**src/rtl/fpbf_pkg.sv**
```systemverilog
// Shared types, codes and sizing constants of the best-fit partition allocator.
`default_nettype none

package fpbf_pkg;

  // Default sizing, handed to the top level parameters.
  localparam int MAX_BLOCKS_DEF = 16;
  localparam int SIZE_W_DEF     = 16;

  // Fixed widths of the counters reported in every result item.
  localparam int COUNT_W = 16;
  localparam int TOTAL_W = 20;

  localparam logic [COUNT_W-1:0] COUNT_MAX = {COUNT_W{1'b1}};
  localparam logic [TOTAL_W-1:0] TOTAL_MAX = {TOTAL_W{1'b1}};

  // Configuration port geometry.
  localparam int CFG_AW = 4;
  localparam int CFG_DW = 32;

  // Register indexes (byte address is four times the index).
  localparam logic [1:0] REG_MEMORY_SIZE      = 2'd0;
  localparam logic [1:0] REG_FIXED_MODE       = 2'd1;
  localparam logic [1:0] REG_FIXED_BLOCK_SIZE = 2'd2;

  // Input item kinds.
  localparam logic MODE_LOAD    = 1'b0;
  localparam logic MODE_REQUEST = 1'b1;

  // Result status codes.
  typedef enum logic [1:0] {
    ST_OK     = 2'd0,
    ST_NOFIT  = 2'd1,
    ST_FULL   = 2'd2,
    ST_CFGERR = 2'd3
  } status_t;

  // Commands from the controller to the datapath.
  typedef struct packed {
    logic load;
    logic request;
    logic check;
    logic div_step;
    logic scan_step;
    logic commit;
  } fpbf_cmd_t;

  // Status from the datapath to the controller.
  typedef struct packed {
    logic go_div;
    logic go_scan;
    logic div_done;
    logic scan_done;
    logic out_free;
  } fpbf_stat_t;

endpackage

`default_nettype wire

```
**src/rtl/fpbf_if.sv**
```systemverilog
// Valid/ready channel interfaces for request items and result items.
`default_nettype none

interface fpbf_req_if #(
  parameter int SIZE_WIDTH = fpbf_pkg::SIZE_W_DEF
) ();
  logic                  valid;
  logic                  ready;
  logic                  mode;
  logic [SIZE_WIDTH-1:0] size;

  modport source (output valid, output mode, output size, input ready);
  modport sink   (input valid, input mode, input size, output ready);
endinterface

interface fpbf_rsp_if #(
  parameter int SIZE_WIDTH = fpbf_pkg::SIZE_W_DEF,
  parameter int IDX_W      = 4
) ();
  import fpbf_pkg::*;

  logic                  valid;
  logic                  ready;
  status_t               status;
  logic [COUNT_W-1:0]    process_number;
  logic [IDX_W-1:0]      block_index;
  logic [SIZE_WIDTH-1:0] internal_fragment;
  logic [TOTAL_W-1:0]    total_internal;
  logic [SIZE_WIDTH-1:0] external_fragment;

  modport source (output valid, output status, output process_number, output block_index,
                  output internal_fragment, output total_internal,
                  output external_fragment, input ready);
  modport sink   (input valid, input status, input process_number, input block_index,
                  input internal_fragment, input total_internal,
                  input external_fragment, output ready);
endinterface

`default_nettype wire

```
**src/rtl/fpbf_regs.sv**
```systemverilog
// APB-style configuration registers of the allocator.
`default_nettype none

module fpbf_regs #(
  parameter int SIZE_WIDTH = fpbf_pkg::SIZE_W_DEF
) (
  input  wire logic                          clk,
  input  wire logic                          rst_n,
  input  wire logic                          psel,
  input  wire logic                          penable,
  input  wire logic                          pwrite,
  input  wire logic [fpbf_pkg::CFG_AW-1:0]   paddr,
  input  wire logic [fpbf_pkg::CFG_DW-1:0]   pwdata,
  output logic      [fpbf_pkg::CFG_DW-1:0]   prdata,
  output logic                               pready,
  output logic      [SIZE_WIDTH-1:0]         memory_size,
  output logic                               fixed_mode,
  output logic      [SIZE_WIDTH-1:0]         fixed_block_size
);
  import fpbf_pkg::*;

  logic [SIZE_WIDTH-1:0] memory_size_r;
  logic                  fixed_mode_r;
  logic [SIZE_WIDTH-1:0] fixed_block_size_r;
  logic [1:0]            reg_idx;
  logic                  wr_en;

  assign pready  = 1'b1;
  assign reg_idx = paddr[CFG_AW-1:2];
  assign wr_en   = psel & penable & pwrite;

  // Register writes; writes beyond the register list are dropped.
  always_ff @(posedge clk) begin
    if (!rst_n) begin
      memory_size_r      <= '0;
      fixed_mode_r       <= 1'b0;
      fixed_block_size_r <= SIZE_WIDTH'(1);
    end else if (wr_en) begin
      case (reg_idx)
        REG_MEMORY_SIZE:      memory_size_r      <= pwdata[SIZE_WIDTH-1:0];
        REG_FIXED_MODE:       fixed_mode_r       <= pwdata[0];
        REG_FIXED_BLOCK_SIZE: fixed_block_size_r <= pwdata[SIZE_WIDTH-1:0];
        default: ;
      endcase
    end
  end

  // Read mux.
  always_comb begin
    case (reg_idx)
      REG_MEMORY_SIZE:      prdata = CFG_DW'(memory_size_r);
      REG_FIXED_MODE:       prdata = CFG_DW'(fixed_mode_r);
      REG_FIXED_BLOCK_SIZE: prdata = CFG_DW'(fixed_block_size_r);
      default:              prdata = '0;
    endcase
  end

  assign memory_size      = memory_size_r;
  assign fixed_mode       = fixed_mode_r;
  assign fixed_block_size = fixed_block_size_r;

endmodule

`default_nettype wire

```
**src/rtl/fpbf_ctrl.sv**
```systemverilog
// Controller state machine that sequences loads, checks, divides and scans.
`default_nettype none

module fpbf_ctrl (
  input  wire logic                  clk,
  input  wire logic                  rst_n,
  input  wire logic                  in_valid,
  input  wire logic                  in_mode,
  output logic                       in_ready,
  input  wire fpbf_pkg::fpbf_stat_t  stat,
  output fpbf_pkg::fpbf_cmd_t        cmd
);
  import fpbf_pkg::*;

  typedef enum logic [2:0] {
    S_IDLE,
    S_CHECK,
    S_DIV,
    S_SCAN,
    S_DONE
  } state_t;

  state_t state_r, state_nxt;
  logic   in_ready_r;
  logic   accept;

  assign accept   = in_valid & in_ready_r;
  assign in_ready = in_ready_r;

  // Next state and command decode.
  always_comb begin
    state_nxt = state_r;
    cmd       = '0;
    case (state_r)
      S_IDLE: begin
        if (accept) begin
          if (in_mode == MODE_REQUEST) begin
            cmd.request = 1'b1;
            state_nxt   = S_CHECK;
          end else begin
            cmd.load = 1'b1;
          end
        end
      end
      S_CHECK: begin
        cmd.check = 1'b1;
        if (stat.go_div) begin
          state_nxt = S_DIV;
        end else if (stat.go_scan) begin
          state_nxt = S_SCAN;
        end else begin
          state_nxt = S_DONE;
        end
      end
      S_DIV: begin
        cmd.div_step = 1'b1;
        if (stat.div_done) begin
          state_nxt = S_DONE;
        end
      end
      S_SCAN: begin
        cmd.scan_step = 1'b1;
        if (stat.scan_done) begin
          state_nxt = S_DONE;
        end
      end
      S_DONE: begin
        if (stat.out_free) begin
          cmd.commit = 1'b1;
          state_nxt  = S_IDLE;
        end
      end
      default: state_nxt = S_IDLE;
    endcase
  end

  // State and registered ready; the input stays closed during reset.
  always_ff @(posedge clk) begin
    if (!rst_n) begin
      state_r    <= S_IDLE;
      in_ready_r <= 1'b0;
    end else begin
      state_r    <= state_nxt;
      in_ready_r <= (state_nxt == S_IDLE);
    end
  end

endmodule

`default_nettype wire

```
**src/rtl/fpbf_dp.sv**
```systemverilog
// Datapath: block table, used flags, divider, best-fit scan and result register.
`default_nettype none

module fpbf_dp #(
  parameter int MAX_BLOCKS = fpbf_pkg::MAX_BLOCKS_DEF,
  parameter int SIZE_WIDTH = fpbf_pkg::SIZE_W_DEF,
  parameter int IDX_W      = (MAX_BLOCKS > 1) ? $clog2(MAX_BLOCKS) : 1
) (
  input  wire logic                            clk,
  input  wire logic                            rst_n,
  input  wire fpbf_pkg::fpbf_cmd_t             cmd,
  output fpbf_pkg::fpbf_stat_t                 stat,
  input  wire logic [SIZE_WIDTH-1:0]           in_size,
  input  wire logic [SIZE_WIDTH-1:0]           memory_size,
  input  wire logic                            fixed_mode,
  input  wire logic [SIZE_WIDTH-1:0]           fixed_block_size,
  input  wire logic                            out_ready,
  output logic                                 out_valid,
  output fpbf_pkg::status_t                    out_status,
  output logic [fpbf_pkg::COUNT_W-1:0]         out_process_number,
  output logic [IDX_W-1:0]                     out_block_index,
  output logic [SIZE_WIDTH-1:0]                out_internal_fragment,
  output logic [fpbf_pkg::TOTAL_W-1:0]         out_total_internal,
  output logic [SIZE_WIDTH-1:0]                out_external_fragment
);
  import fpbf_pkg::*;

  localparam int CNT_W  = $clog2(MAX_BLOCKS + 1);
  localparam int SUM_W  = SIZE_WIDTH + CNT_W;
  localparam int DIVC_W = $clog2(SIZE_WIDTH + 1);
  localparam int CMP_W  = (SIZE_WIDTH > CNT_W) ? SIZE_WIDTH : CNT_W;
  localparam int TSUM_W = ((TOTAL_W > SIZE_WIDTH) ? TOTAL_W : SIZE_WIDTH) + 1;

  // Block table memory and its registered read port.
  logic [SIZE_WIDTH-1:0] block_table [MAX_BLOCKS];
  logic [SIZE_WIDTH-1:0] rd_data_r;

  // Bookkeeping state.
  logic [MAX_BLOCKS-1:0] used_r;
  logic [CNT_W-1:0]      loaded_r;
  logic [SUM_W-1:0]      sum_r;
  logic [SIZE_WIDTH-1:0] alloc_r;
  logic [TOTAL_W-1:0]    total_r;
  logic [COUNT_W-1:0]    req_cnt_r;
  logic [SIZE_WIDTH-1:0] size_r;

  // Restoring divider.
  logic [SIZE_WIDTH-1:0] div_rem_r;
  logic [SIZE_WIDTH-1:0] div_quo_r;
  logic [DIVC_W-1:0]     div_cnt_r;
  logic [SIZE_WIDTH:0]   div_shift;
  logic                  div_ge;

  // Scan pipeline.
  logic [CNT_W-1:0]      scan_addr_r;
  logic                  cmp_v_r;
  logic [IDX_W-1:0]      cmp_idx_r;
  logic                  found_r;
  logic [SIZE_WIDTH-1:0] best_r;
  logic [IDX_W-1:0]      best_idx_r;
  logic [SIZE_WIDTH-1:0] slack;
  logic                  cand_fit;
  logic                  issue;

  // Output register.
  logic                  out_valid_r;
  status_t               out_status_r;
  logic [COUNT_W-1:0]    out_pnum_r;
  logic [IDX_W-1:0]      out_idx_r;
  logic [SIZE_WIDTH-1:0] out_frag_r;
  logic [TOTAL_W-1:0]    out_total_r;
  logic [SIZE_WIDTH-1:0] out_ext_r;

  // Decision terms.
  logic                  bad_fixed;
  logic                  bad_var;
  logic                  full_var;
  logic                  full_fixed;
  logic                  fits_fixed;
  logic                  can_load;
  status_t               res_status;
  logic [IDX_W-1:0]      res_idx;
  logic [SIZE_WIDTH-1:0] res_frag;
  logic [SIZE_WIDTH-1:0] res_ext;
  logic                  res_alloc;
  logic                  res_mark;
  logic [TSUM_W-1:0]     tot_sum;
  logic [TOTAL_W-1:0]    total_nxt;

  assign bad_fixed  = (fixed_block_size == '0) || (fixed_block_size > memory_size);
  assign bad_var    = sum_r > SUM_W'(memory_size);
  assign full_var   = CMP_W'(alloc_r) >= CMP_W'(loaded_r);
  assign full_fixed = alloc_r >= div_quo_r;
  assign fits_fixed = size_r <= fixed_block_size;
  assign can_load   = loaded_r < CNT_W'(MAX_BLOCKS);

  // Status back to the controller.
  assign stat.go_div    = fixed_mode & ~bad_fixed;
  assign stat.go_scan   = ~fixed_mode & ~bad_var & ~full_var;
  assign stat.div_done  = (div_cnt_r == '0);
  assign stat.scan_done = (scan_addr_r == loaded_r) & ~cmp_v_r;
  assign stat.out_free  = ~out_valid_r | out_ready;

  // Table writes on load, registered reads during the scan.
  assign issue = cmd.scan_step & (scan_addr_r != loaded_r);

  always_ff @(posedge clk) begin
    if (cmd.load && can_load) begin
      block_table[loaded_r[IDX_W-1:0]] <= in_size;
    end
    if (issue) begin
      rd_data_r <= block_table[scan_addr_r[IDX_W-1:0]];
    end
  end

  // One quotient bit per cycle.
  assign div_shift = {div_rem_r, div_quo_r[SIZE_WIDTH-1]};
  assign div_ge    = div_shift >= {1'b0, fixed_block_size};

  // Candidate from the compare stage.
  assign cand_fit = ~used_r[cmp_idx_r] & (size_r <= rd_data_r);
  assign slack    = rd_data_r - size_r;

  // Outcome of the current request.
  always_comb begin
    res_status = ST_OK;
    res_idx    = '0;
    res_frag   = '0;
    res_ext    = '0;
    res_alloc  = 1'b0;
    res_mark   = 1'b0;
    if (fixed_mode) begin
      if (bad_fixed) begin
        res_status = ST_CFGERR;
      end else begin
        res_ext = div_rem_r;
        if (full_fixed) begin
          res_status = ST_FULL;
        end else if (fits_fixed) begin
          res_frag  = fixed_block_size - size_r;
          res_alloc = 1'b1;
        end else begin
          res_status = ST_NOFIT;
        end
      end
    end else begin
      if (bad_var) begin
        res_status = ST_CFGERR;
      end else begin
        res_ext = memory_size - sum_r[SIZE_WIDTH-1:0];
        if (full_var) begin
          res_status = ST_FULL;
        end else if (found_r) begin
          res_idx   = best_idx_r;
          res_frag  = best_r;
          res_alloc = 1'b1;
          res_mark  = 1'b1;
        end else begin
          res_status = ST_NOFIT;
        end
      end
    end
  end

  // Saturating running total of internal fragmentation.
  assign tot_sum   = TSUM_W'(total_r) + TSUM_W'(res_frag);
  assign total_nxt = (tot_sum > TSUM_W'(TOTAL_MAX)) ? TOTAL_MAX : tot_sum[TOTAL_W-1:0];

  // Control state.
  always_ff @(posedge clk) begin
    if (!rst_n) begin
      used_r      <= '0;
      loaded_r    <= '0;
      sum_r       <= '0;
      alloc_r     <= '0;
      total_r     <= '0;
      req_cnt_r   <= '0;
      div_cnt_r   <= '0;
      scan_addr_r <= '0;
      cmp_v_r     <= 1'b0;
      found_r     <= 1'b0;
      out_valid_r <= 1'b0;
    end else begin
      // Load one block size.
      if (cmd.load && can_load) begin
        used_r[loaded_r[IDX_W-1:0]] <= 1'b0;
        loaded_r <= loaded_r + CNT_W'(1);
        sum_r    <= sum_r + SUM_W'(in_size);
      end
      // Count the request.
      if (cmd.request && (req_cnt_r != COUNT_MAX)) begin
        req_cnt_r <= req_cnt_r + COUNT_W'(1);
      end
      // Arm the divider and the scan.
      if (cmd.check) begin
        div_cnt_r   <= DIVC_W'(SIZE_WIDTH);
        scan_addr_r <= '0;
        cmp_v_r     <= 1'b0;
        found_r     <= 1'b0;
      end
      if (cmd.div_step && (div_cnt_r != '0)) begin
        div_cnt_r <= div_cnt_r - DIVC_W'(1);
      end
      if (cmd.scan_step) begin
        cmp_v_r <= issue;
        if (issue) begin
          scan_addr_r <= scan_addr_r + CNT_W'(1);
        end
        if (cmp_v_r && cand_fit && (!found_r || (slack < best_r))) begin
          found_r <= 1'b1;
        end
      end
      // Commit the result.
      if (cmd.commit) begin
        out_valid_r <= 1'b1;
        total_r     <= total_nxt;
        if (res_alloc) begin
          alloc_r <= alloc_r + SIZE_WIDTH'(1);
        end
        if (res_mark) begin
          used_r[res_idx] <= 1'b1;
        end
      end else if (out_ready) begin
        out_valid_r <= 1'b0;
      end
    end
  end

  // Payload registers.
  always_ff @(posedge clk) begin
    if (cmd.request) begin
      size_r <= in_size;
    end
    if (cmd.check) begin
      div_quo_r <= memory_size;
      div_rem_r <= '0;
    end else if (cmd.div_step && (div_cnt_r != '0)) begin
      div_quo_r <= {div_quo_r[SIZE_WIDTH-2:0], div_ge};
      div_rem_r <= div_ge ? SIZE_WIDTH'(div_shift - {1'b0, fixed_block_size})
                          : div_shift[SIZE_WIDTH-1:0];
    end
    if (issue) begin
      cmp_idx_r <= scan_addr_r[IDX_W-1:0];
    end
    if (cmd.scan_step && cmp_v_r && cand_fit && (!found_r || (slack < best_r))) begin
      best_r     <= slack;
      best_idx_r <= cmp_idx_r;
    end
    if (cmd.commit) begin
      out_status_r <= res_status;
      out_pnum_r   <= req_cnt_r;
      out_idx_r    <= res_idx;
      out_frag_r   <= res_frag;
      out_total_r  <= total_nxt;
      out_ext_r    <= res_ext;
    end
  end

  assign out_valid             = out_valid_r;
  assign out_status            = out_status_r;
  assign out_process_number    = out_pnum_r;
  assign out_block_index       = out_idx_r;
  assign out_internal_fragment = out_frag_r;
  assign out_total_internal    = out_total_r;
  assign out_external_fragment = out_ext_r;

endmodule

`default_nettype wire

```
**src/rtl/fixed_partition_best_fit_allocator.sv**
```systemverilog
// Top level of the best-fit partition allocator.
//
//   Channel   Direction  Handshake           Carries
//   in_item   sink       valid/ready         mode, size
//   out_item  source     valid/ready         status, process_number, block_index,
//                                            internal_fragment, total_internal,
//                                            external_fragment
//   cfg       APB slave  psel/penable/pready memory_size, fixed_mode, fixed_block_size
//
// A load item gives no result and the input stays ready for the next item. A request
// holds the input through accept, check and commit, plus the divider steps in fixed mode,
// or plus a scan of the loaded blocks in variable mode (one table read per cycle, then one
// compare stage to drain). A configuration error, or a full table in variable mode, skips
// both the divider and the scan.
// Reset is synchronous and active low; the input is not ready during reset and the
// block table needs no clearing.
// One result waits in the output register while the next item is accepted; a
// request's result is held back only while that register is still full.
`default_nettype none

module fixed_partition_best_fit_allocator #(
  parameter int MAX_BLOCKS = fpbf_pkg::MAX_BLOCKS_DEF,
  parameter int SIZE_WIDTH = fpbf_pkg::SIZE_W_DEF
) (
  input  wire logic                        clk,
  input  wire logic                        rst_n,
  fpbf_req_if.sink                         in_item,
  fpbf_rsp_if.source                       out_item,
  input  wire logic                        psel,
  input  wire logic                        penable,
  input  wire logic                        pwrite,
  input  wire logic [fpbf_pkg::CFG_AW-1:0] paddr,
  input  wire logic [fpbf_pkg::CFG_DW-1:0] pwdata,
  output logic      [fpbf_pkg::CFG_DW-1:0] prdata,
  output logic                             pready
);
  import fpbf_pkg::*;

  localparam int IDX_W = (MAX_BLOCKS > 1) ? $clog2(MAX_BLOCKS) : 1;

  logic [SIZE_WIDTH-1:0] memory_size;
  logic                  fixed_mode;
  logic [SIZE_WIDTH-1:0] fixed_block_size;
  fpbf_cmd_t             cmd;
  fpbf_stat_t            stat;

  // Configuration registers.
  fpbf_regs #(
    .SIZE_WIDTH (SIZE_WIDTH)
  ) u_regs (
    .clk              (clk),
    .rst_n            (rst_n),
    .psel             (psel),
    .penable          (penable),
    .pwrite           (pwrite),
    .paddr            (paddr),
    .pwdata           (pwdata),
    .prdata           (prdata),
    .pready           (pready),
    .memory_size      (memory_size),
    .fixed_mode       (fixed_mode),
    .fixed_block_size (fixed_block_size)
  );

  // Sequencer.
  fpbf_ctrl u_ctrl (
    .clk      (clk),
    .rst_n    (rst_n),
    .in_valid (in_item.valid),
    .in_mode  (in_item.mode),
    .in_ready (in_item.ready),
    .stat     (stat),
    .cmd      (cmd)
  );

  // Table, divider, scan and result register.
  fpbf_dp #(
    .MAX_BLOCKS (MAX_BLOCKS),
    .SIZE_WIDTH (SIZE_WIDTH),
    .IDX_W      (IDX_W)
  ) u_dp (
    .clk                   (clk),
    .rst_n                 (rst_n),
    .cmd                   (cmd),
    .stat                  (stat),
    .in_size               (in_item.size),
    .memory_size           (memory_size),
    .fixed_mode            (fixed_mode),
    .fixed_block_size      (fixed_block_size),
    .out_ready             (out_item.ready),
    .out_valid             (out_item.valid),
    .out_status            (out_item.status),
    .out_process_number    (out_item.process_number),
    .out_block_index       (out_item.block_index),
    .out_internal_fragment (out_item.internal_fragment),
    .out_total_internal    (out_item.total_internal),
    .out_external_fragment (out_item.external_fragment)
  );

endmodule

`default_nettype wire

```
**src/flat_wrapper.sv**
```systemverilog
// flat-port wrapper written by rule: the top's interface ports become plain ports
module fixed_partition_best_fit_allocator_flat import fpbf_pkg::*;
#(
  parameter int MAX_BLOCKS = fpbf_pkg::MAX_BLOCKS_DEF,
  parameter int SIZE_WIDTH = fpbf_pkg::SIZE_W_DEF
)
  (clk, rst_n, psel, penable, pwrite, paddr, pwdata, prdata, pready, in_item_valid, in_item_mode, in_item_size, in_item_ready, out_item_valid, out_item_status, out_item_process_number, out_item_block_index, out_item_internal_fragment, out_item_total_internal, out_item_external_fragment, out_item_ready);
  fpbf_req_if #(.SIZE_WIDTH(SIZE_WIDTH)) in_item_i ();
  fpbf_rsp_if #(.SIZE_WIDTH(SIZE_WIDTH)) out_item_i ();
  input  wire logic clk;
  input  wire logic rst_n;
  input  wire logic psel;
  input  wire logic penable;
  input  wire logic pwrite;
  input  wire logic [fpbf_pkg::CFG_AW-1:0] paddr;
  input  wire logic [fpbf_pkg::CFG_DW-1:0] pwdata;
  output logic      [fpbf_pkg::CFG_DW-1:0] prdata;
  output logic pready;
  input wire logic [$bits(in_item_i.valid)-1:0] in_item_valid;
  input wire logic [$bits(in_item_i.mode)-1:0] in_item_mode;
  input wire logic [$bits(in_item_i.size)-1:0] in_item_size;
  output wire logic [$bits(in_item_i.ready)-1:0] in_item_ready;
  output wire logic [$bits(out_item_i.valid)-1:0] out_item_valid;
  output wire logic [$bits(out_item_i.status)-1:0] out_item_status;
  output wire logic [$bits(out_item_i.process_number)-1:0] out_item_process_number;
  output wire logic [$bits(out_item_i.block_index)-1:0] out_item_block_index;
  output wire logic [$bits(out_item_i.internal_fragment)-1:0] out_item_internal_fragment;
  output wire logic [$bits(out_item_i.total_internal)-1:0] out_item_total_internal;
  output wire logic [$bits(out_item_i.external_fragment)-1:0] out_item_external_fragment;
  input wire logic [$bits(out_item_i.ready)-1:0] out_item_ready;
  assign in_item_i.valid = in_item_valid;
  assign in_item_i.mode = in_item_mode;
  assign in_item_i.size = in_item_size;
  assign in_item_ready = in_item_i.ready;
  assign out_item_valid = out_item_i.valid;
  assign out_item_status = out_item_i.status;
  assign out_item_process_number = out_item_i.process_number;
  assign out_item_block_index = out_item_i.block_index;
  assign out_item_internal_fragment = out_item_i.internal_fragment;
  assign out_item_total_internal = out_item_i.total_internal;
  assign out_item_external_fragment = out_item_i.external_fragment;
  assign out_item_i.ready = out_item_ready;
  fixed_partition_best_fit_allocator #(.MAX_BLOCKS(MAX_BLOCKS), .SIZE_WIDTH(SIZE_WIDTH)) u_core (.clk(clk), .rst_n(rst_n), .in_item(in_item_i), .out_item(out_item_i), .psel(psel), .penable(penable), .pwrite(pwrite), .paddr(paddr), .pwdata(pwdata), .prdata(prdata), .pready(pready));
endmodule
```
**config.mk**
```make
export PLATFORM = sky130hd
export DESIGN_NAME = fixed_partition_best_fit_allocator_flat
export DESIGN_NICKNAME = d
export VERILOG_FILES = /design/src/rtl/fpbf_pkg.sv /design/src/rtl/fpbf_if.sv /design/src/rtl/fpbf_regs.sv /design/src/rtl/fpbf_ctrl.sv /design/src/rtl/fpbf_dp.sv /design/src/rtl/fixed_partition_best_fit_allocator.sv /design/src/flat_wrapper.sv
export SDC_FILE = /design/constraint.sdc
export NUM_CORES = 1
export LEC_CHECK = 0
export BUFFER_PORTS_ARGS = -buffer_cell sky130_fd_sc_hd__buf_2
export CAP_MARGIN = 20
export CORE_ASPECT_RATIO = 0.7
export CORE_MARGIN = 4
export CORE_UTILIZATION = 35
export CTS_BUF_LIST = sky130_fd_sc_hd__clkbuf_4
export DETAILED_ROUTE_END_ITERATION = 8
export HOLD_SLACK_MARGIN = 0.05
export PLACE_DENSITY = 0.57
export REMOVE_ABC_BUFFERS = 1
export SLEW_MARGIN = 20
export SYNTH_ARGS = -nofsm -noshare
export SYNTH_HDL_FRONTEND = slang
export SYNTH_SLANG_ARGS = --single-unit
```
**constraint.sdc**
```tcl
create_clock -name clk -period 7.45 [get_ports clk]
set_clock_uncertainty 0.2 [all_clocks]
set_input_delay 0.3725 -clock clk [delete_from_list [all_inputs] [get_ports clk]]
set_output_delay 0.3725 -clock clk [all_outputs]
set_load 0.005 [all_outputs]
```
==> run_results.csv, run 1 <==
group,metric,value,unit
run_status,run_status,"completed",
clocking,ctsHtreeMaxLevel,4,
timing,grt_setup_unrepaired,"no",
yosys,netlist_area_before_placement,0.02781,mm²
job,cap_viol_max_count,0,
power_and_ir_drop,switching_power,1625,µW
yosys,yosys_most_used_dff,"edfxtp_1",
timing,hold_ws,0.2372,ns
worst_setup_path,critical_path_class,"flop to flop",
power_and_ir_drop,p_total,6593,µW
timing,max_clock_freq,153.5,MHz
yosys,yosys.cell_count.top_type,"edfxtp_1",
worst_setup_path,critical_path_peak_fanout,21,
worst_setup_path,worst_path_required,8.06,ns
timing,slew-limit-headroom,30.93,%
clocking,clock_tree.root_cell,"clkbuf_4",
routing,drtAntennaViolNets,0,
yosys,synth_instances,2321,
clocking,worst_setup_hold_path_clk_slew,0.07,ns
worst_setup_path,timing.critical_path.from_type,"flop",
place,port_buffers,133,
cells_and_area,multi_input_area,0.01170,mm²
power_and_ir_drop,p_clk_share,40.9,%
yosys,synth_top_cells_by_area,"edfxtp_1 43%, dfxtp_1 12%, ha_1 7.7%",
global_route,grt_pass1_wl,117100,µm
clocking,cts_tree,"yes",
yosys,syn_area_per_cell,11.98,µm²
floorplan,initial_core_utilization,35.30,%
routing,viasPerCell,5.306,
clocking,cts_inserted_buffers,139,
cells_and_area,finalCoreUtilization,41.06,%
cells_and_area,final_layout_size_suffix_gt1_share,19.52,%
global_route,grt_start_max_net_pins,80,
power_and_ir_drop,total_leakage_power,0.01220,µW
routing,wl_per_cell,20.54,µm
floorplan,design.die.area,0.08410,mm²
yosys,post-synth-top-area-fraction,43.41,%
yosys,synth_cell_types,80,
place,gpl.final_weighted_congestion,0.9057,
clocking,clock_sinks,562,
worst_setup_path,worstSetupEndpointType,"flop",
routing,drc_errors,0,
cells_and_area,final_net_count,2855,
worst_setup_path,worst_ep_arrival_time,7.13,ns
timing,post-route-min-period,6.515,ns
cells_and_area,final.fill_count,7407,
worst_hold_path,holdCritPathClass,"input pin to flop",
global_route,antenna_found_initial,2,
clocking,clk-insertion-delay-late,0.91,ns
power_and_ir_drop,p_seq_share,51.4,%
yosys,synth_edf_count,402,
global_route,grt_remaining_overflow,0,
timing,maxSlewViolCount,0,
routing,drt_iter0_drc,1868,
floorplan,die_h,243.8,µm
floorplan,die-width,344.9,µm
power_and_ir_drop,ir_worst_vdd,0.09591,mV
yosys,synth.top_cells.by_count,"402 x edfxtp_1, 209 x nand2_1, 171 x ha_1, 160 x dfxtp_1, 152 x a21oi_1",
timing,setup_viol,0,
yosys,yosysTopAreaCell,"edfxtp_1",
yosys,seq_area_frac_synth,54.93,%
floorplan,pin_count,169,
power_and_ir_drop,p_per_area,203.8,mW/mm²
cells_and_area,area_growth,16.32,%
timing,tightestPinTransition,1.035,ns
global_route,first_global_vias,19400,
power_and_ir_drop,internal_power_summed_over_all_cells,4968,µW
routing,wirelength,77690,µm
power_and_ir_drop,share_comb_of_total_power,7.7,%
yosys,synth.yosys.warnings,0,
timing,tns,0,ns
place,dp.final_hpwl,52130,µm
global_route,groute.usage.overall,18.18,%
timing,layout_worst_path_cycle_share,87.44,%
timing,finalHoldViolations,0,
floorplan,floorplan.core_area,0.07877,mm²
cells_and_area,final-seq-area,0.01528,mm²
routing,drt-pass1-iter-count,5,
routing,routed-via-count,20070,
floorplan,placementRows,86,
yosys,synth.ff_latch_count,562,
clocking,clock_path_buffers,3,
yosys,synth_async_sr_flop_share,0,%
clocking,cts_resized,0,
power_and_ir_drop,switching_share,24.65,%
-- metal layers --
| metal | GRT usage, % | vias to the layer above | wire length [µm] |
|---|---|---|---|
| met5 | 0 | - | 0 |
| met4 | 4.384 | 0 | 1152 |
| met3 | 5.036 | 95 | 7053 |
| met2 | 25.73 | 796 | 32390 |
| met1 | 27.40 | 9846 | 37090 |
| li1 | - | 9337 | - |
-- area by class of cell --
type | instances | area share [%]
Sequential cell | 562 | 47.24
Multi-Input combinational cell | 1541 | 36.18
Timing Repair Buffer | 244 | 5.222
Clock buffer | 217 | 5.037
Tap cell | 1056 | 4.085
Inverter | 130 | 1.520
Clock inverter | 31 | 0.7002
Antenna cell | 2 | 0.01547
-- worst paths after layout --
path | from | to | slack (ns) | depth (start not counted)
min | in_item_size[12] | u_core.u_dp.block_table[2][12]$_DFFE_PP_ | 0.24 | 2
min reg2reg | u_core.u_dp.div_cnt_r[3]$_SDFFE_PN0P_ | u_core.u_dp.div_cnt_r[3]$_SDFFE_PN0P_ | 0.26 | 1
max | u_core.u_regs.memory_size[10]$_SDFFE_PN0P_ | u_core.u_dp.total_r[17]$_SDFFE_PN0P_ | 0.94 | 17
max reg2reg | u_core.u_regs.memory_size[10]$_SDFFE_PN0P_ | u_core.u_dp.total_r[17]$_SDFFE_PN0P_ | 0.94 | 17
-- cell usage in the layout (no fill, tap or decap), types with 37 or more instances in the layout --
cell | synthesis | routed
mux4_2 | 85 | 85
nor2_1 | 135 | 133
clkbuf_4 | 0 | 217
dfxtp_1 | 160 | 158
o21ai_0 | 111 | 111
nand2_1 | 209 | 209
dlygate4sd3_1 | 0 | 73
inv_1 | 129 | 127
buf_4 | 17 | 37
nor3_1 | 59 | 51
xnor2_1 | 53 | 53
buf_2 | 6 | 133
nand3_1 | 62 | 62
ha_1 | 171 | 171
edfxtp_1 | 402 | 402
a21oi_1 | 152 | 152
xor2_1 | 40 | 40
-- worst max-delay path, stage by stage (launching register included) --
cell       delay, ns
dfxtp_1         0.57
ha_1            0.40
a21o_1          0.19
a21o_1          0.17
a2111oi_0       0.80
o31ai_2         0.40
a211oi_4        0.86
a22o_1          0.28
ha_1            0.20
fa_1            0.24
a211oi_1        0.11
o21a_1          0.21
o31a_1          0.27
o21ai_0         0.48
o21ai_1         0.28
or2_2           0.51
nand2_1         0.12
o311a_1         0.13
-- power groups by stage --
| stage | Sequential [µW] | Combinational [µW] | Clock, µW |
|---|---|---|---|
| after floorplan | 3450 | 296 | 0 |
| after detailed placement | 3460 | 465 | 0 |
| after global routing | 3390 | 549 | 2960 |
| final | 3390 | 507 | 2700 |
| after global placement | 3460 | 455 | 0 |
| after CTS | 3390 | 496 | 2790 |
-- registers in the layout, indices dropped and copies added (netlist names), 20 cells and up --
signal and flops:
u_core.u_dp.out_total_internal 20, u_core.u_dp.block_table 256, u_core.u_dp.sum_r 21, u_core.u_dp.total_r 20
-- timing repair --
item	4_1_cts	5_1_grt
endpoints found under the hold margin	360	0
hold buffers	73	0
setup buffers	0	0
-- metrics by stage --
| step | cells | setup WS [ns] | cell area [µm²] |
|---|---|---|---|
| 3_3_place_gp | 3459 | 1.122 | 29720 |
| 5_1_grt | 3783 | 0.4645 | 32340 |
| 4_1_cts | 3780 | 1.049 | 32310 |
| 6_report | 3783 | 0.9354 | 32340 |
| 2_1_floorplan | 2233 | 2.248 | 27400 |
| 3_5_place_dp | 3459 | 1.095 | 29720 |
-- logic make-up (layout without fill, tap and decap cells) --
logic type | count (synthesis) | count (layout) | share of synthesized area, %
multiplexers | 123 | 123 | 8.265
flip-flops | 562 | 562 | 54.93
XOR/XNOR | 93 | 93 | 2.929
AND/OR/NAND/NOR | 665 | 665 | 11.62
AO/OA/AOI/OAI | 466 | 466 | 10.68
adder cells (fa/ha/maj) | 177 | 177 | 8.126
other | 2 | 19 | 0.02701
buffers and inverters | 233 | 622 | 3.429
(Power assumes the default switching activity.)
==> run 2, diff against run 1 <==
- SYNTH_HIERARCHICAL: default -> 1
==> run_results.csv, run 2 <==
group,metric,value,unit
routing,viasPerCell,5.300,
power_and_ir_drop,p_total,6613,µW
global_route,grt_remaining_overflow,0,
worst_setup_path,reg2reg_from,"u_core/u_regs/fixed_block_size[1]$_SDFFE_PN0P_",
global_route,first_global_vias,19710,
worst_setup_path,timing.critical_path.from_type,"flop",
worst_hold_path,hold_end,"u_core/u_dp/block_table[10][14]$_DFFE_PP_",
floorplan,floorplan.core_area,0.07941,mm²
cells_and_area,most_frequent_cells_in_the_layout,"402 x edfxtp_1, 206 x clkbuf_4, 191 x nand2_1",
routing,drc_errors,0,
floorplan,design.die.area,0.08557,mm²
yosys,yosys.area_share.simple,11.46,%
timing,hold_ws,0.1863,ns
clocking,clock_path_buffers,3,
worst_setup_path,timing.critical_path.slowest_cell_delay,0.59,ns
routing,routed-via-count,20340,
floorplan,pin_count,169,
routing,wl_per_cell,20.51,µm
cells_and_area,final_net_count,2907,
clocking,worst_setup_hold_path_clk_slew,0.07,ns
yosys,yosysTopAreaCell,"edfxtp_1",
place,dp.final_hpwl,53840,µm
clocking,clk-insertion-delay-late,0.98,ns
yosys,seq_area_frac_synth,53.96,%
timing,tns,0,ns
worst_setup_path,path_cells,"inv_1 -> fa_1 -> nor2b_1 -> o31ai_1 -> a21oi_1 -> a21oi_1 -> o21ai_0 -> nand3b_1 -> buf_4 -> o32ai_1 -> ha_1 -> o21a_1 -> a21oi_1 -> o211ai_1 -> a22oi_1 -> a211oi_1 -> nand4_1 -> o21ai_0 -> o21ba_2",
yosys,netlist_area_before_placement,0.02831,mm²
global_route,antenna_found_initial,2,
power_and_ir_drop,ir_worst_vdd,0.1030,mV
timing,slew-limit-headroom,26.41,%
yosys,yosys.cell_count.top_type,"edfxtp_1",
yosys,synth.yosys.warnings,6,
worst_setup_path,crit_path_leading_delay_family,"compound AO/OA/AOI/OAI gates",
power_and_ir_drop,p_per_area,202.0,mW/mm²
floorplan,placementRows,86,
yosys,synth_top_family_by_area,"simple AND/OR/NAND/NOR gates",
cells_and_area,final_layout_size_suffix_gt1_share,19.02,%
clocking,cts_resized,0,
cells_and_area,leading_cell_type_in_the_layout_fill_and_taps_excluded,"edfxtp_1",
worst_setup_path,critical_path_class,"flop to flop",
worst_setup_path,worst_path_required,8.17,ns
timing,layout_worst_path_cycle_share,88.52,%
clocking,ctsHtreeMaxLevel,4,
place,port_buffers,133,
timing,finalHoldViolations,0,
timing,setup_viol,0,
routing,drt-pass1-iter-count,5,
clocking,clock_tree.root_cell,"clkbuf_4",
job,cap_viol_max_count,0,
yosys,syn_area_per_cell,11.93,µm²
clocking,clock_sinks,562,
timing,max_clock_freq,151.6,MHz
timing,grt_setup_unrepaired,"no",
floorplan,die_h,245.9,µm
yosys,synth_edf_count,402,
worst_setup_path,startpoint,"u_core/u_regs/fixed_block_size[1]$_SDFFE_PN0P_",
worst_setup_path,worstSetupEndpointType,"flop",
yosys,synth_cell_types,89,
timing,tightestPinTransition,1.076,ns
yosys,portion_of_netlist_area_occupied_by_mux_cells,9.732,%
worst_hold_path,holdCritPathClass,"input pin to flop",
worst_hold_path,worstHoldPathCells,2,
yosys,synth_top_cells_by_area,"edfxtp_1 43%, dfxtp_1 11%, ha_1 7.6%",
worst_setup_path,critical_path_peak_fanout,27,
place,place_worst_setup_slack,1.119,ns
worst_setup_path,ff2ff_setup_slack,0.86,ns
floorplan,die-width,347.9,µm
yosys,synth_compound_gate_area_share,10.30,%
global_route,groute.usage.overall,18.19,%
timing,maxSlewViolCount,0,
routing,drt_iter0_drc,2022,
yosys,synth_instances,2372,
yosys,synth.ff_latch_count,562,
global_route,grt_start_max_net_pins,92,
yosys,synth_xor_xnor_area_share,2.723,%
yosys,synth_async_sr_flop_share,0,%
place,gpl.final_weighted_congestion,0.9457,
worst_hold_path,timing.hold.worst.start,"in_item_size[14]",
yosys,yosys_most_used_dff,"edfxtp_1",
timing,post-route-min-period,6.595,ns
worst_setup_path,worst_ep_arrival_time,7.31,ns
worst_setup_path,timing.critical_path.buf_inv,2,
cells_and_area,area_growth,15.63,%
cells_and_area,instances_no_fill,3837,
routing,wirelength,78680,µm
run_status,run_status,"completed",
yosys,synth.top_cells.by_count,"402 x edfxtp_1, 191 x nand2_1, 171 x ha_1, 160 x dfxtp_1, 156 x nor2_1",
yosys,yosys.area_share.adder,7.982,%
worst_setup_path,crit_top_cell,"a21oi_1",
cells_and_area,largest_register_ffs,256,
floorplan,initial_core_utilization,35.65,%
worst_setup_path,critical_path.slowest_cell,"dfxtp_1",
routing,drtAntennaViolNets,0,
clocking,cts_inserted_buffers,141,
worst_setup_path,timing.rr.end,"u_core/u_dp/total_r[15]$_SDFFE_PN0P_",
clocking,cts_tree,"yes",
place,dp.cells,3511,
yosys,post-synth-top-area-fraction,42.64,%
worst_setup_path,ff2ff_path_depth,19,
power_and_ir_drop,total_leakage_power,0.01240,µW
global_route,grt_pass1_wl,118800,µm
timing,setup_ws,0.8550,ns
[run 2: per-stage QoR]
step | util (%) | area (µm²)
finish | 41.22 | 32730
global route | 41.22 | 32730
CTS | 41.21 | 32720
detailed placement | 37.99 | 30170
global placement | 37.99 | 30170
floorplan | - | 27830
[run 2: layout make-up]
| class | count | area, µm² |
|---|---|---|
| fill | 7563 | 46680 |
| sequential | 562 | 15280 |
| multi-input combinational | 1574 | 12050 |
| timing repair buffer | 245 | 1689 |
| clock buffer | 206 | 1546 |
| tap | 1056 | 1321 |
| inverter | 146 | 548.0 |
| clock inverter | 43 | 285.3 |
| antenna | 5 | 12.51 |
[run 2: what timing repair did]
item,CTS,global route
endpoints found under the hold margin,381,0
hold buffers,72,0
buffers inserted,0,0
[run 2: kinds of logic (layout without fill, tap and decap cells)]
| logic type | count (synthesis) | after routing |
|---|---|---|
| multiplexers | 168 | 168 |
| other | 2 | 22 |
| AND/OR/NAND/NOR | 659 | 659 |
| XOR/XNOR | 88 | 88 |
| adder cells (fa/ha/maj) | 177 | 177 |
| flip-flops | 562 | 562 |
| AO/OA/AOI/OAI | 465 | 465 |
| buffers and inverters | 251 | 640 |
[run 2: worst max-delay path by stage]
stage                                      endpoint  slack [ns]  cells after the start
4_1_cts        u_core/u_dp/total_r[15]$_SDFFE_PN0P_        1.08                     19
6_report       u_core/u_dp/total_r[15]$_SDFFE_PN0P_        0.86                     19
3_3_place_gp   u_core/u_dp/total_r[15]$_SDFFE_PN0P_        1.27                     20
5_1_grt        u_core/u_dp/total_r[15]$_SDFFE_PN0P_        0.54                     20
3_5_place_dp   u_core/u_dp/total_r[15]$_SDFFE_PN0P_        1.12                     19
2_1_floorplan  u_core/u_dp/total_r[15]$_SDFFE_PN0P_        1.60                     18
[run 2: routing by layer]
metal  global-route usage (%)  routed length, µm  vias up
li1                         -                  -     9493
met4                    5.243               1290        0
met5                        0                  0        -
met3                    4.225               6087      101
met1                    27.42              38290    10050
met2                    25.93              33020      699
[run 2: report_power, final]
part           switching (µW)  leakage, µW  internal (µW)  total [µW]
registers                19.3      0.00499           3370        3390
logic                     333      0.00634            201         534
clock network            1280      0.00107           1410        2690
